[src/rtl/fpp_pkg.sv]
// fpp_pkg: shared types and constants for the farthest point pair block
// no dependencies; used by farthest_point_pair
package fpp_pkg;

    // width of the index fields on the result stream
    localparam int OUT_IDX_W = 4;

    // sequencer states of the top level
    typedef enum logic [1:0] {
        ST_IDLE,
        ST_SCAN,
        ST_DRAIN,
        ST_FINISH
    } fpp_state_t;

endpackage

[src/rtl/fpp_point_store.sv]
// fpp_point_store: single-port-write, single-port-read point memory
// read data registered; no package dependency
module fpp_point_store #(
    parameter int DEPTH  = 16,
    parameter int ADDR_W = 4,
    parameter int DATA_W = 32
) (
    input  logic              clk,
    input  logic              wr_en,
    input  logic [ADDR_W-1:0] wr_addr,
    input  logic [DATA_W-1:0] wr_data,
    input  logic              rd_en,
    input  logic [ADDR_W-1:0] rd_addr,
    output logic [DATA_W-1:0] rd_data
);

    logic [DATA_W-1:0] store_mem [DEPTH];
    logic [DATA_W-1:0] rd_data_reg;

    // write port
    always_ff @(posedge clk)
    begin
        if (wr_en)
        begin
            store_mem[wr_addr] <= wr_data;
        end
    end

    // registered read port
    always_ff @(posedge clk)
    begin
        if (rd_en)
        begin
            rd_data_reg <= store_mem[rd_addr];
        end
    end

    assign rd_data = rd_data_reg;

endmodule

[src/rtl/fpp_dist_unit.sv]
// fpp_dist_unit: three-stage squared distance pipeline (abs diff, square, sum)
// no package dependency; fed by the point store read data in the top level
module fpp_dist_unit #(
    parameter int COORD_BITS = 16,
    parameter int IDX_W      = 4
) (
    input  logic                      clk,
    input  logic                      rst_n,
    input  logic                      in_valid,
    input  logic [IDX_W-1:0]          in_idx,
    input  logic [2*COORD_BITS-1:0]   stored_point,
    input  logic signed [COORD_BITS-1:0] new_x,
    input  logic signed [COORD_BITS-1:0] new_y,
    output logic                      out_valid,
    output logic [IDX_W-1:0]          out_idx,
    output logic [2*COORD_BITS:0]     out_dist,
    output logic                      busy
);

    localparam int C = COORD_BITS;

    logic signed [C-1:0] sx;
    logic signed [C-1:0] sy;
    logic signed [C:0]   diff_x;
    logic signed [C:0]   diff_y;
    logic        [C:0]   mag_x;
    logic        [C:0]   mag_y;

    logic                v2_reg;
    logic                v3_reg;
    logic                v4_reg;
    logic [IDX_W-1:0]    i2_reg;
    logic [IDX_W-1:0]    i3_reg;
    logic [IDX_W-1:0]    i4_reg;
    logic [C-1:0]        dx_reg;
    logic [C-1:0]        dy_reg;
    logic [2*C-1:0]      sqx_reg;
    logic [2*C-1:0]      sqy_reg;
    logic [2*C:0]        sum_reg;

    // absolute coordinate differences, magnitude fits in C bits
    always_comb
    begin
        sx     = stored_point[C-1:0];
        sy     = stored_point[2*C-1:C];
        diff_x = {sx[C-1], sx} - {new_x[C-1], new_x};
        diff_y = {sy[C-1], sy} - {new_y[C-1], new_y};
        mag_x  = diff_x[C] ? (~diff_x + 1'b1) : diff_x;
        mag_y  = diff_y[C] ? (~diff_y + 1'b1) : diff_y;
    end

    // stage valids
    always_ff @(posedge clk or negedge rst_n)
    begin
        if (!rst_n)
        begin
            v2_reg <= 1'b0;
            v3_reg <= 1'b0;
            v4_reg <= 1'b0;
        end
        else
        begin
            v2_reg <= in_valid;
            v3_reg <= v2_reg;
            v4_reg <= v3_reg;
        end
    end

    // datapath stages
    always_ff @(posedge clk)
    begin
        dx_reg  <= mag_x[C-1:0];
        dy_reg  <= mag_y[C-1:0];
        i2_reg  <= in_idx;
        sqx_reg <= (2*C)'(dx_reg) * (2*C)'(dx_reg);
        sqy_reg <= (2*C)'(dy_reg) * (2*C)'(dy_reg);
        i3_reg  <= i2_reg;
        sum_reg <= {1'b0, sqx_reg} + {1'b0, sqy_reg};
        i4_reg  <= i3_reg;
    end

    assign out_valid = v4_reg;
    assign out_idx   = i4_reg;
    assign out_dist  = sum_reg;
    assign busy      = v2_reg | v3_reg | v4_reg;

endmodule

[src/rtl/farthest_point_pair.sv]
// farthest_point_pair: top level, sequencer and best-pair tracking
// depends on fpp_pkg, fpp_point_store, fpp_dist_unit
//
// Usage: points arrive on the s_ stream, one request per point, x in the low
// COORD_BITS of s_tdata and y above it; s_tlast marks the final point of a
// set. The first MAX_POINTS points are stored, later ones are dropped but
// their s_tlast still closes the set. On the closing point one request
// leaves on the m_ stream with the indices (i, j) of the pair of greatest
// squared distance, ties going to the lowest i; fewer than two points gives
// (0, 0). The point count and best pair then return to their reset values.
// Sequence: a point arriving when j points are stored is compared with each of
// them through one read of the point memory and one distance pipeline
// (j from 1 to MAX_POINTS - 1), and no new point is taken until the scan,
// drain and finish states are done; a dropped point or the first point
// goes straight to the finish state. With the output register free, the
// result is loaded in the finish state that ends the closing point's work.
// Reset clears the point count and best pair; memory contents are not
// cleared. The result sits in an output register: new points are taken while
// it waits; a closing point whose result finds that register still full
// waits until the receiver takes the previous result.
module farthest_point_pair #(
    parameter int MAX_POINTS = 16,
    parameter int COORD_BITS = 16
) (
    input  logic clk,
    input  logic rst_n,
    // s_tdata fields from bit 0: point_x, point_y, zero fill to bytes
    input  logic                                   s_tvalid,
    output logic                                   s_tready,
    input  logic [((2*COORD_BITS+7)/8)*8-1:0]      s_tdata,
    input  logic                                   s_tlast,
    // m_tdata fields from bit 0: first_index[3:0], second_index[7:4]
    output logic                                   m_tvalid,
    input  logic                                   m_tready,
    output logic [7:0]                             m_tdata
);

    localparam int C      = COORD_BITS;
    localparam int IDX_W  = (MAX_POINTS > 2) ? $clog2(MAX_POINTS) : 1;
    localparam int CNT_W  = $clog2(MAX_POINTS + 1);
    localparam int DIST_W = 2 * C + 1;
    localparam int OW     = fpp_pkg::OUT_IDX_W;

    fpp_pkg::fpp_state_t state_reg;
    fpp_pkg::fpp_state_t state_next;

    logic [CNT_W-1:0]  count_reg;
    logic [IDX_W-1:0]  j_reg;
    logic [IDX_W-1:0]  rd_idx_reg;
    logic              last_reg;
    logic signed [C-1:0] px_reg;
    logic signed [C-1:0] py_reg;
    logic [IDX_W-1:0]  best_first_reg;
    logic [IDX_W-1:0]  best_second_reg;
    logic [DIST_W-1:0] best_dist_reg;
    logic              v1_reg;
    logic [IDX_W-1:0]  i1_reg;
    logic              m_tvalid_reg;
    logic [OW-1:0]     out_first_reg;
    logic [OW-1:0]     out_second_reg;

    logic              accept;
    logic              store_new;
    logic              rd_en;
    logic              issue_last;
    logic              out_free;
    logic              result_load;
    logic [2*C-1:0]    rd_data;
    logic              dist_valid;
    logic [IDX_W-1:0]  dist_idx;
    logic [DIST_W-1:0] dist_val;
    logic              dist_busy;
    logic              take_pair;
    logic [IDX_W+OW-1:0] first_ext;
    logic [IDX_W+OW-1:0] second_ext;

    assign accept     = s_tvalid & s_tready;
    assign store_new  = accept && (count_reg < CNT_W'(MAX_POINTS));
    assign issue_last = (rd_idx_reg == j_reg - IDX_W'(1));
    assign out_free   = !m_tvalid_reg || m_tready;

    // next state
    always_comb
    begin
        state_next = state_reg;
        case (state_reg)
            fpp_pkg::ST_IDLE:
            begin
                if (accept)
                begin
                    if (store_new && (count_reg != CNT_W'(0)))
                        state_next = fpp_pkg::ST_SCAN;
                    else
                        state_next = fpp_pkg::ST_FINISH;
                end
            end
            fpp_pkg::ST_SCAN:
            begin
                if (issue_last)
                    state_next = fpp_pkg::ST_DRAIN;
            end
            fpp_pkg::ST_DRAIN:
            begin
                if (!v1_reg && !dist_busy)
                    state_next = fpp_pkg::ST_FINISH;
            end
            fpp_pkg::ST_FINISH:
            begin
                if (!last_reg || out_free)
                    state_next = fpp_pkg::ST_IDLE;
            end
            default:
            begin
                state_next = fpp_pkg::ST_IDLE;
            end
        endcase
    end

    // state outputs
    always_comb
    begin
        s_tready    = 1'b0;
        rd_en       = 1'b0;
        result_load = 1'b0;
        case (state_reg)
            fpp_pkg::ST_IDLE:   s_tready    = 1'b1;
            fpp_pkg::ST_SCAN:   rd_en       = 1'b1;
            fpp_pkg::ST_DRAIN:  rd_en       = 1'b0;
            fpp_pkg::ST_FINISH: result_load = last_reg && out_free;
            default:            rd_en       = 1'b0;
        endcase
    end

    always_ff @(posedge clk or negedge rst_n)
    begin
        if (!rst_n)
            state_reg <= fpp_pkg::ST_IDLE;
        else
            state_reg <= state_next;
    end

    // point memory
    fpp_point_store #(
        .DEPTH  (MAX_POINTS),
        .ADDR_W (IDX_W),
        .DATA_W (2 * C)
    ) u_store (
        .clk     (clk),
        .wr_en   (store_new),
        .wr_addr (count_reg[IDX_W-1:0]),
        .wr_data (s_tdata[2*C-1:0]),
        .rd_en   (rd_en),
        .rd_addr (rd_idx_reg),
        .rd_data (rd_data)
    );

    // distance pipeline
    fpp_dist_unit #(
        .COORD_BITS (C),
        .IDX_W      (IDX_W)
    ) u_dist (
        .clk          (clk),
        .rst_n        (rst_n),
        .in_valid     (v1_reg),
        .in_idx       (i1_reg),
        .stored_point (rd_data),
        .new_x        (px_reg),
        .new_y        (py_reg),
        .out_valid    (dist_valid),
        .out_idx      (dist_idx),
        .out_dist     (dist_val),
        .busy         (dist_busy)
    );

    // best pair update rule
    assign take_pair = dist_valid &&
                       ((j_reg == IDX_W'(1)) || (dist_val > best_dist_reg) ||
                        ((dist_val == best_dist_reg) && (dist_idx < best_first_reg)));

    // read issue tracking
    always_ff @(posedge clk or negedge rst_n)
    begin
        if (!rst_n)
            v1_reg <= 1'b0;
        else
            v1_reg <= rd_en;
    end

    always_ff @(posedge clk)
    begin
        i1_reg <= rd_idx_reg;
        if (accept)
        begin
            rd_idx_reg <= '0;
            j_reg      <= count_reg[IDX_W-1:0];
            px_reg     <= s_tdata[C-1:0];
            py_reg     <= s_tdata[2*C-1:C];
        end
        else if (rd_en)
        begin
            rd_idx_reg <= rd_idx_reg + IDX_W'(1);
        end
    end

    // set state: point count, best pair, closing flag
    always_ff @(posedge clk or negedge rst_n)
    begin
        if (!rst_n)
        begin
            count_reg       <= '0;
            last_reg        <= 1'b0;
            best_first_reg  <= '0;
            best_second_reg <= '0;
            best_dist_reg   <= '0;
        end
        else
        begin
            if (accept)
                last_reg <= s_tlast;
            if (store_new)
                count_reg <= count_reg + CNT_W'(1);
            if (take_pair)
            begin
                best_dist_reg   <= dist_val;
                best_first_reg  <= dist_idx;
                best_second_reg <= j_reg;
            end
            if (result_load)
            begin
                count_reg       <= '0;
                best_first_reg  <= '0;
                best_second_reg <= '0;
                best_dist_reg   <= '0;
            end
        end
    end

    // index fields masked to the result width
    assign first_ext  = {{OW{1'b0}}, best_first_reg};
    assign second_ext = {{OW{1'b0}}, best_second_reg};

    // result output register
    always_ff @(posedge clk or negedge rst_n)
    begin
        if (!rst_n)
            m_tvalid_reg <= 1'b0;
        else if (result_load)
            m_tvalid_reg <= 1'b1;
        else if (m_tready)
            m_tvalid_reg <= 1'b0;
    end

    always_ff @(posedge clk)
    begin
        if (result_load)
        begin
            if (count_reg >= CNT_W'(2))
            begin
                out_first_reg  <= first_ext[OW-1:0];
                out_second_reg <= second_ext[OW-1:0];
            end
            else
            begin
                out_first_reg  <= '0;
                out_second_reg <= '0;
            end
        end
    end

    assign m_tvalid = m_tvalid_reg;
    assign m_tdata  = {out_second_reg, out_first_reg};

endmodule
[config.mk]
export PLATFORM = sky130hd
export DESIGN_NAME = farthest_point_pair
export DESIGN_NICKNAME = d
export VERILOG_FILES = /design/src/rtl/fpp_pkg.sv /design/src/rtl/fpp_point_store.sv /design/src/rtl/fpp_dist_unit.sv /design/src/rtl/farthest_point_pair.sv
export SDC_FILE = /design/constraint.sdc
export NUM_CORES = 2
export LEC_CHECK = 0
export ABC_AREA = 0
export BUFFER_PORTS_ARGS = -buffer_cell sky130_fd_sc_hd__buf_4
export CAP_MARGIN = 40
export CORE_MARGIN = 2
export CORE_UTILIZATION = 56
export DETAILED_ROUTE_END_ITERATION = 8
export HOLD_SLACK_MARGIN = 0.02
export PLACE_DENSITY = 0.8
export SLEW_MARGIN = 25
export SYNTH_ARGS = -nofsm -noshare
export SYNTH_HDL_FRONTEND = slang
export SYNTH_SLANG_ARGS = --single-unit
[constraint.sdc]
create_clock -name clk -period 6 [get_ports clk]
set_input_delay 0.9 -clock clk [delete_from_list [all_inputs] [get_ports clk]]
set_output_delay 0.9 -clock clk [all_outputs]
set_load 0.02 [all_outputs]
-- Yosys cells after proc, flatten, opt, wreduce, memory -nomap -nowiden
Memory sizes are Yosys's and may differ from the RTL's. A register that Yosys moved wholly into a read port is not among the register bits.
Cells that the tools add are included.
- muxes and demuxes: 23
- reduce and logical (&&, ||, !) cells: 20
- equality and inequality tests: 10
- $add $sub $neg: 8
- bitwise operators: 5
- multipliers: 2
- $lt $le $gt $ge: 4
- operator list (operator ; count):
    33-bit two-way mux ; 2
    16-bit by 16-bit multiplier with 32-bit output ; 2
    16-bit by 16-bit subtractor with 17-bit output ; 2
    32-bit by 32-bit adder with 33-bit output ; 1
    33-bit equality test ; 1
    33-bit > comparator ; 1
    16-bit by 1-bit adder with 16-bit output, second input constant ; 2
    16-bit two-way mux ; 2
    16-bit NOT ; 2
    4-bit two-way mux ; 4
    2-bit two-way mux ; 5
    5-bit two-way mux ; 2
    2-bit != test, second input constant ; 4
    2-bit case mux with 4 select lines ; 1
    1-bit two-way mux ; 7
    1-bit logical AND ; 6
    2-bit nonzero test ; 3
    5-bit by 1-bit adder with 5-bit output, second input constant ; 1
    5-bit by 2-bit >= comparator with 1-bit output, second input constant ; 1
    5-bit < comparator, second input constant ; 1
    5-bit nonzero test ; 1
    4-bit by 1-bit adder with 4-bit output, second input constant ; 1
    2-bit equality test, second input constant ; 2
    4-bit by 1-bit equality test with 1-bit output, second input constant ; 1
    other kinds (10) ; 17
- logic and storage cells: 99
- memory bits (writable): 512
- register bits: 247
- input bits: 37
- output and inout bits: 10
- memories: 1
- memory list (memory ; words ; bits a word ; read ports ; clocked after memory_dff ; write ports ; line ; text):
    u_store.store_mem ; 16 ; 32 ; 1 ; 1 ; 1 ; fpp_point_store.sv:17 ; logic [DATA_W-1:0] store_mem [DEPTH];

-- Longest topological paths before layout
- word-level depth: 8
- gate-level depth with buffers: 25
- mapped depth without buffers: 23

-- By module
Synthesis repeated with hierarchy kept, for this count alone.
- cell total of the unflattened synthesis: 3607
- area, all modules: 46115.5 um^2
- modules (own cells, without submodules) (module ; sequential area each (um^2) ; area an instance (um^2) ; times used ; cells an instance):
    fpp_dist_unit ; 2857.7 ; 20870.0 ; 1 ; 2323
    fpp_point_store ; 16335.7 ; 20174.3 ; 1 ; 838
    farthest_point_pair ; 2757.6 ; 5071.1 ; 1 ; 446

-- Least setup slack after synthesis
OpenSTA, ideal clock, no wires.
- kind: reg2reg
- start: register u_dist.dy_reg[9]
- end: register u_dist.sqy_reg[29]
- path slack: -0.034 ns
- data arrival time: 5.962 ns
- cell stages (with the launch flop): 23
- path buffers: 1
- clock period less this slack: 6.034 ns
- data required time: 5.928 ns
- setup time: 0.072 ns
- cell sequence: dfxtp_1 -> clkbuf_1 -> and2_1 -> inv_1 -> fa_1 -> inv_1 -> fa_1 -> inv_1 -> fa_1 -> inv_1 -> fa_1 -> fa_1 -> inv_1 -> fa_1 -> inv_1 -> ha_1 -> and3_1 -> a21oi_1 -> a21oi_1 -> o41ai_1 -> o311ai_0 -> a21oi_1 -> xnor2_1
- cells in the longest elaborated chain, start to end: 1
- ends and longest elaborated chain (item ; line ; text):
    start, declared ; fpp_dist_unit.sv:36 ; logic [C-1:0] dy_reg;
    start signal, assigned ; fpp_dist_unit.sv:73 ; dy_reg <= mag_y[C-1:0];
    16-bit by 16-bit multiplier with 32-bit output ; fpp_dist_unit.sv:76 ; sqy_reg <= (2*C)'(dy_reg) * (2*C)'(dy_reg);
    end signal, assigned ; fpp_dist_unit.sv:76 ;
    end, declared ; fpp_dist_unit.sv:38 ; logic [2*C-1:0] sqy_reg;
No other way between the ends.
A chain may end at the register's enable or synchronous reset.

-- Worst setup path in the final report
- start: register u_dist.dx_reg[3]
- end: register u_dist.sqx_reg[28]
- cells in the longest elaborated chain, start to end: 1
- ends and longest elaborated chain (item ; line ; text):
    start, declared ; fpp_dist_unit.sv:35 ; logic [C-1:0] dx_reg;
    start signal, assigned ; fpp_dist_unit.sv:72 ; dx_reg <= mag_x[C-1:0];
    16-bit by 16-bit multiplier with 32-bit output ; fpp_dist_unit.sv:75 ; sqx_reg <= (2*C)'(dx_reg) * (2*C)'(dx_reg);
    end signal, assigned ; fpp_dist_unit.sv:75 ;
    end, declared ; fpp_dist_unit.sv:37 ; logic [2*C-1:0] sqx_reg;
No other way between the ends.

==> reports/results.tsv <==
stage	metric	value	unit
timing	Slew @ Worst Pin	0.8021	ns
synth	Syn Nets	4211	
clocking	# hold bufs at CTS	0	
timing	Worst Skew	0.05413	ns
routing	DRT iter0 DRCs	2310	
outcome	outcome	finished clean	
placement	Placed Area	0.04839	sq mm
clocking	CTS H-tree lvls	3	
synth	Unique masters post-synth	72	
synth	Post-synth top flop	edfxtp_1	
finish	Finished Core Util	62.91	%
clocking	CTS tree	yes	
placement	HPWL Detailed	66800	um
synth	Syn. warnings	0	
routing	drt first pass iters	5	
synth	mux contribution to synthesized area	8.813	%
global_routing	initial antenna violation count	4	
worst_setup_path	crit path DAT	6.27	ns
routing	DRC Markers	0	
clocking	Root Buffer	clkbuf_16	
timing	final worst slack	0.2208	ns
routing	Vias	27891	
worst_setup_path	reg-to-reg startpoint	u_dist.dx_reg[3]$_DFF_P_	
worst_setup_path	CP Max Fanout	6	
synth	Synth Area in XOR/XNOR	2.961	%
floorplan	total die area	0.08470	sq mm
synth	sequential fraction of the synthesis area	47.58	%
worst_setup_path	Slowest-stage cell, CP	fa_1	
floorplan	FP Rows	105	
synth	largest family of logic cells by synthesized area	adder cells	
finish	Design Area, Final	0.05149	sq mm
worst_setup_path	WP data required	6.49	ns
worst_setup_path	crit path launch type	flip-flop	
timing	fin crit period	5.779	ns
timing	Final Setup Violations	0	
global_routing	gr usage total	24.42	%
worst_setup_path	crit-path cells	buf_4, inv_1, nor2_1, buf_4, fa_1, inv_1, fa_1, inv_1, fa_1, fa_2, fa_1, inv_1, fa_1, inv_1, ha_1, nand3_1, and2_1, nor2b_1, a211oi_2, nor3_1, o311ai_1, a21oi_1, xnor2_1	
clocking	Skew-Pair Late Insertion Delay	0.65	ns
clocking	clock-pin transition on the worst setup and hold timing paths	0.06	ns
finish	max FFs per register	512	
worst_setup_path	CP Class	flip-flop to flip-flop	
timing	Slew headroom	45.15	%
placement	RD Place Congestion	0.9049	
floorplan	I/O pins	47	
finish	fillcell total	5852	
placement	PortBufs	46	
timing	f_max	0.1730	GHz
timing	Tcrit/Tclk final	96.32	%
timing	RSZ-0062 raised after global routing	true	
floorplan	core area	0.08185	sq mm
timing	final hold violations	0	
clocking	CTS max path bufs	3	
synth	post-synthesis compound-gate area fraction	5.247	%
run	Maximum Capacitance Violations	0	
floorplan	Initial Util	56.37	%
worst_setup_path	Worst path max stage delay	0.53	ns
finish	FF/Latch Area	0.02199	sq mm
synth	mapped cell area	0.04614	sq mm
routing	Post-Route WL	100700	um
clocking	CTS buffer count	79	
global_routing	vias in the first global route	28897	
routing	Avg WL per Cell	20.92	um
synth	Adder-Cell Fraction of Synth Area	22.69	%
synth	post-synthesis register bit count	789	
finish	Final #Nets	4358	
routing	vias per cell	5.793	
worst_setup_path	CP startpoint	u_dist.dx_reg[3]$_DFF_P_	
global_routing	remaining global-route overflow	0	
finish	ANT cells	0	
finish	Area Overhead vs Synth	11.60	%
global_routing	largest net degree at the start of global routing	85	
floorplan	Die H	291.0	um
routing	ANT nets after route	0	
worst_setup_path	Setup crit end kind	flip-flop	
finish	area of the multi-input gates	0.02184	sq mm
timing	max-slew violations	0	
worst_hold_path	Worst Hold Class	input pin to asynchronous set/reset pin	
synth	syn avg cell area	13.06	sq um
global_routing	first-pass GRT wire length	160500	um
finish	share of cells above drive strength 1	14.90	%
synth	Synth Area in Simple Gates	6.999	%
clocking	CTS sink count	789	
synth	Cells after Synth	3533	
synth	Post-synth EDFFs	588	
floorplan	Die Span X	291.0	um
synth	Synth async-reset ratio	6.844	%
placement	dpl ws	-0.1749	ns
[path summary, 6_finish.rpt]
path | depth (start not counted) | endpoint | slack, ns
worst max-delay path | 23 | u_dist.sqx_reg[28]$_DFF_P_ | 0.22
worst min-delay path | 1 | best_dist_reg[3]$_DFFE_PN0P_ | 0.09
worst max register to register | 23 | u_dist.sqx_reg[28]$_DFF_P_ | 0.22
worst min register to register | 0 | u_dist.out_idx[0]$_DFF_P_ | 0.31
max in group asynchronous | 2 | best_dist_reg[27]$_DFFE_PN0P_ | 5.40
min in group clk | 0 | u_dist.out_idx[0]$_DFF_P_ | 0.31
[metrics by stage]
step	TNS [ns]	std cells	hold slack, ns
2_1_floorplan	0	3533	0.3096
3_3_place_gp	-0.1103	4657	0.3122
3_5_place_dp	-0.6749	4658	0.3121
4_1_cts	0	4805	0.3081
5_1_grt	-0.1465	4815	0.05512
6_report	0	4815	0.08761
[worst max-delay path: cells and delay by family (launching register included)]
kind	cells	cell delay, ns
adder cells (fa/ha/maj)	7	3.26
AO/OA/AOI/OAI	3	0.76
AND/OR/NAND/NOR	5	0.61
buffers and inverters	7	0.55
flip-flops	1	0.35
XOR/XNOR	1	0.13
[logic make-up after synthesis]
| group | Yosys count |
|---|---|
| multiplexers | 206 |
| buffers and inverters | 701 |
| adder cells (fa/ha/maj) | 641 |
| XOR/XNOR | 156 |
| AO/OA/AOI/OAI | 359 |
| AND/OR/NAND/NOR | 681 |
| flip-flops | 789 |
[routing by layer]
layer	vias to the layer above	track usage [%]	wire length (um)
met5	-	0	48
met4	6	8.353	3689
met3	244	3.459	6892
met2	1125	41.67	50380
met1	14065	32.26	39710
li1	12451	-	-
[what timing repair did]
item	CTS	global route
setup endpoints to repair	14	22
hold endpoints to repair	0	0
pin swaps	0	26
buffers inserted	1	5
gates resized for setup	10	70
[synth_stat cells, drive strengths merged (13+ instances only)]
cell type,number,share of area (%)
ha,315,8.5
nand4,19,0.26
a21o,45,0.73
a211oi,20,0.33
nor3,31,0.34
xnor2,109,2.1
and3,13,0.18
dfrtp,54,2.9
buf,22,0.19
nor2,109,0.89
mux2i,44,0.95
nor2b,32,0.43
fa,326,14
nand2,292,2.4
inv,599,4.9
o21ai,55,0.60
edfxtp,588,38
nand2b,18,0.24
and2,98,1.3
o31ai,15,0.28
dfxtp,147,6.4
o21a,22,0.36
xor2,47,0.89
clkbuf,80,0.65
a21oi,100,1.1
mux4,160,7.8
nand3,27,0.29
[cells in the final DEF (no fill, tap or decap), types with 45 or more instances in the layout]
master and n:
and2_1 82, a21oi_1 88, mux4_2 160, clkbuf_16 79, nor2_1 107, dfxtp_1 123, xnor2_1 109, inv_1 596
fa_1 325, edfxtp_1 588, dfrtp_1 54, o21ai_0 49, ha_1 310, nand2_1 290, a21o_1 45, buf_4 155
xor2_1 47
[final cells by class]
class | count | share of cell area (%)
well taps | 1070 | 2.600
flip-flops and latches | 789 | 42.71
multi-input cells | 2043 | 42.42
repair buffers | 168 | 2.697
inverters | 599 | 4.374
clock inverters | 41 | 1.050
clock buffers | 105 | 4.146
Power is left out: the tool's default activity adds up to more than one toggle a clock period on the data nets, which glitch-free logic cannot reach.
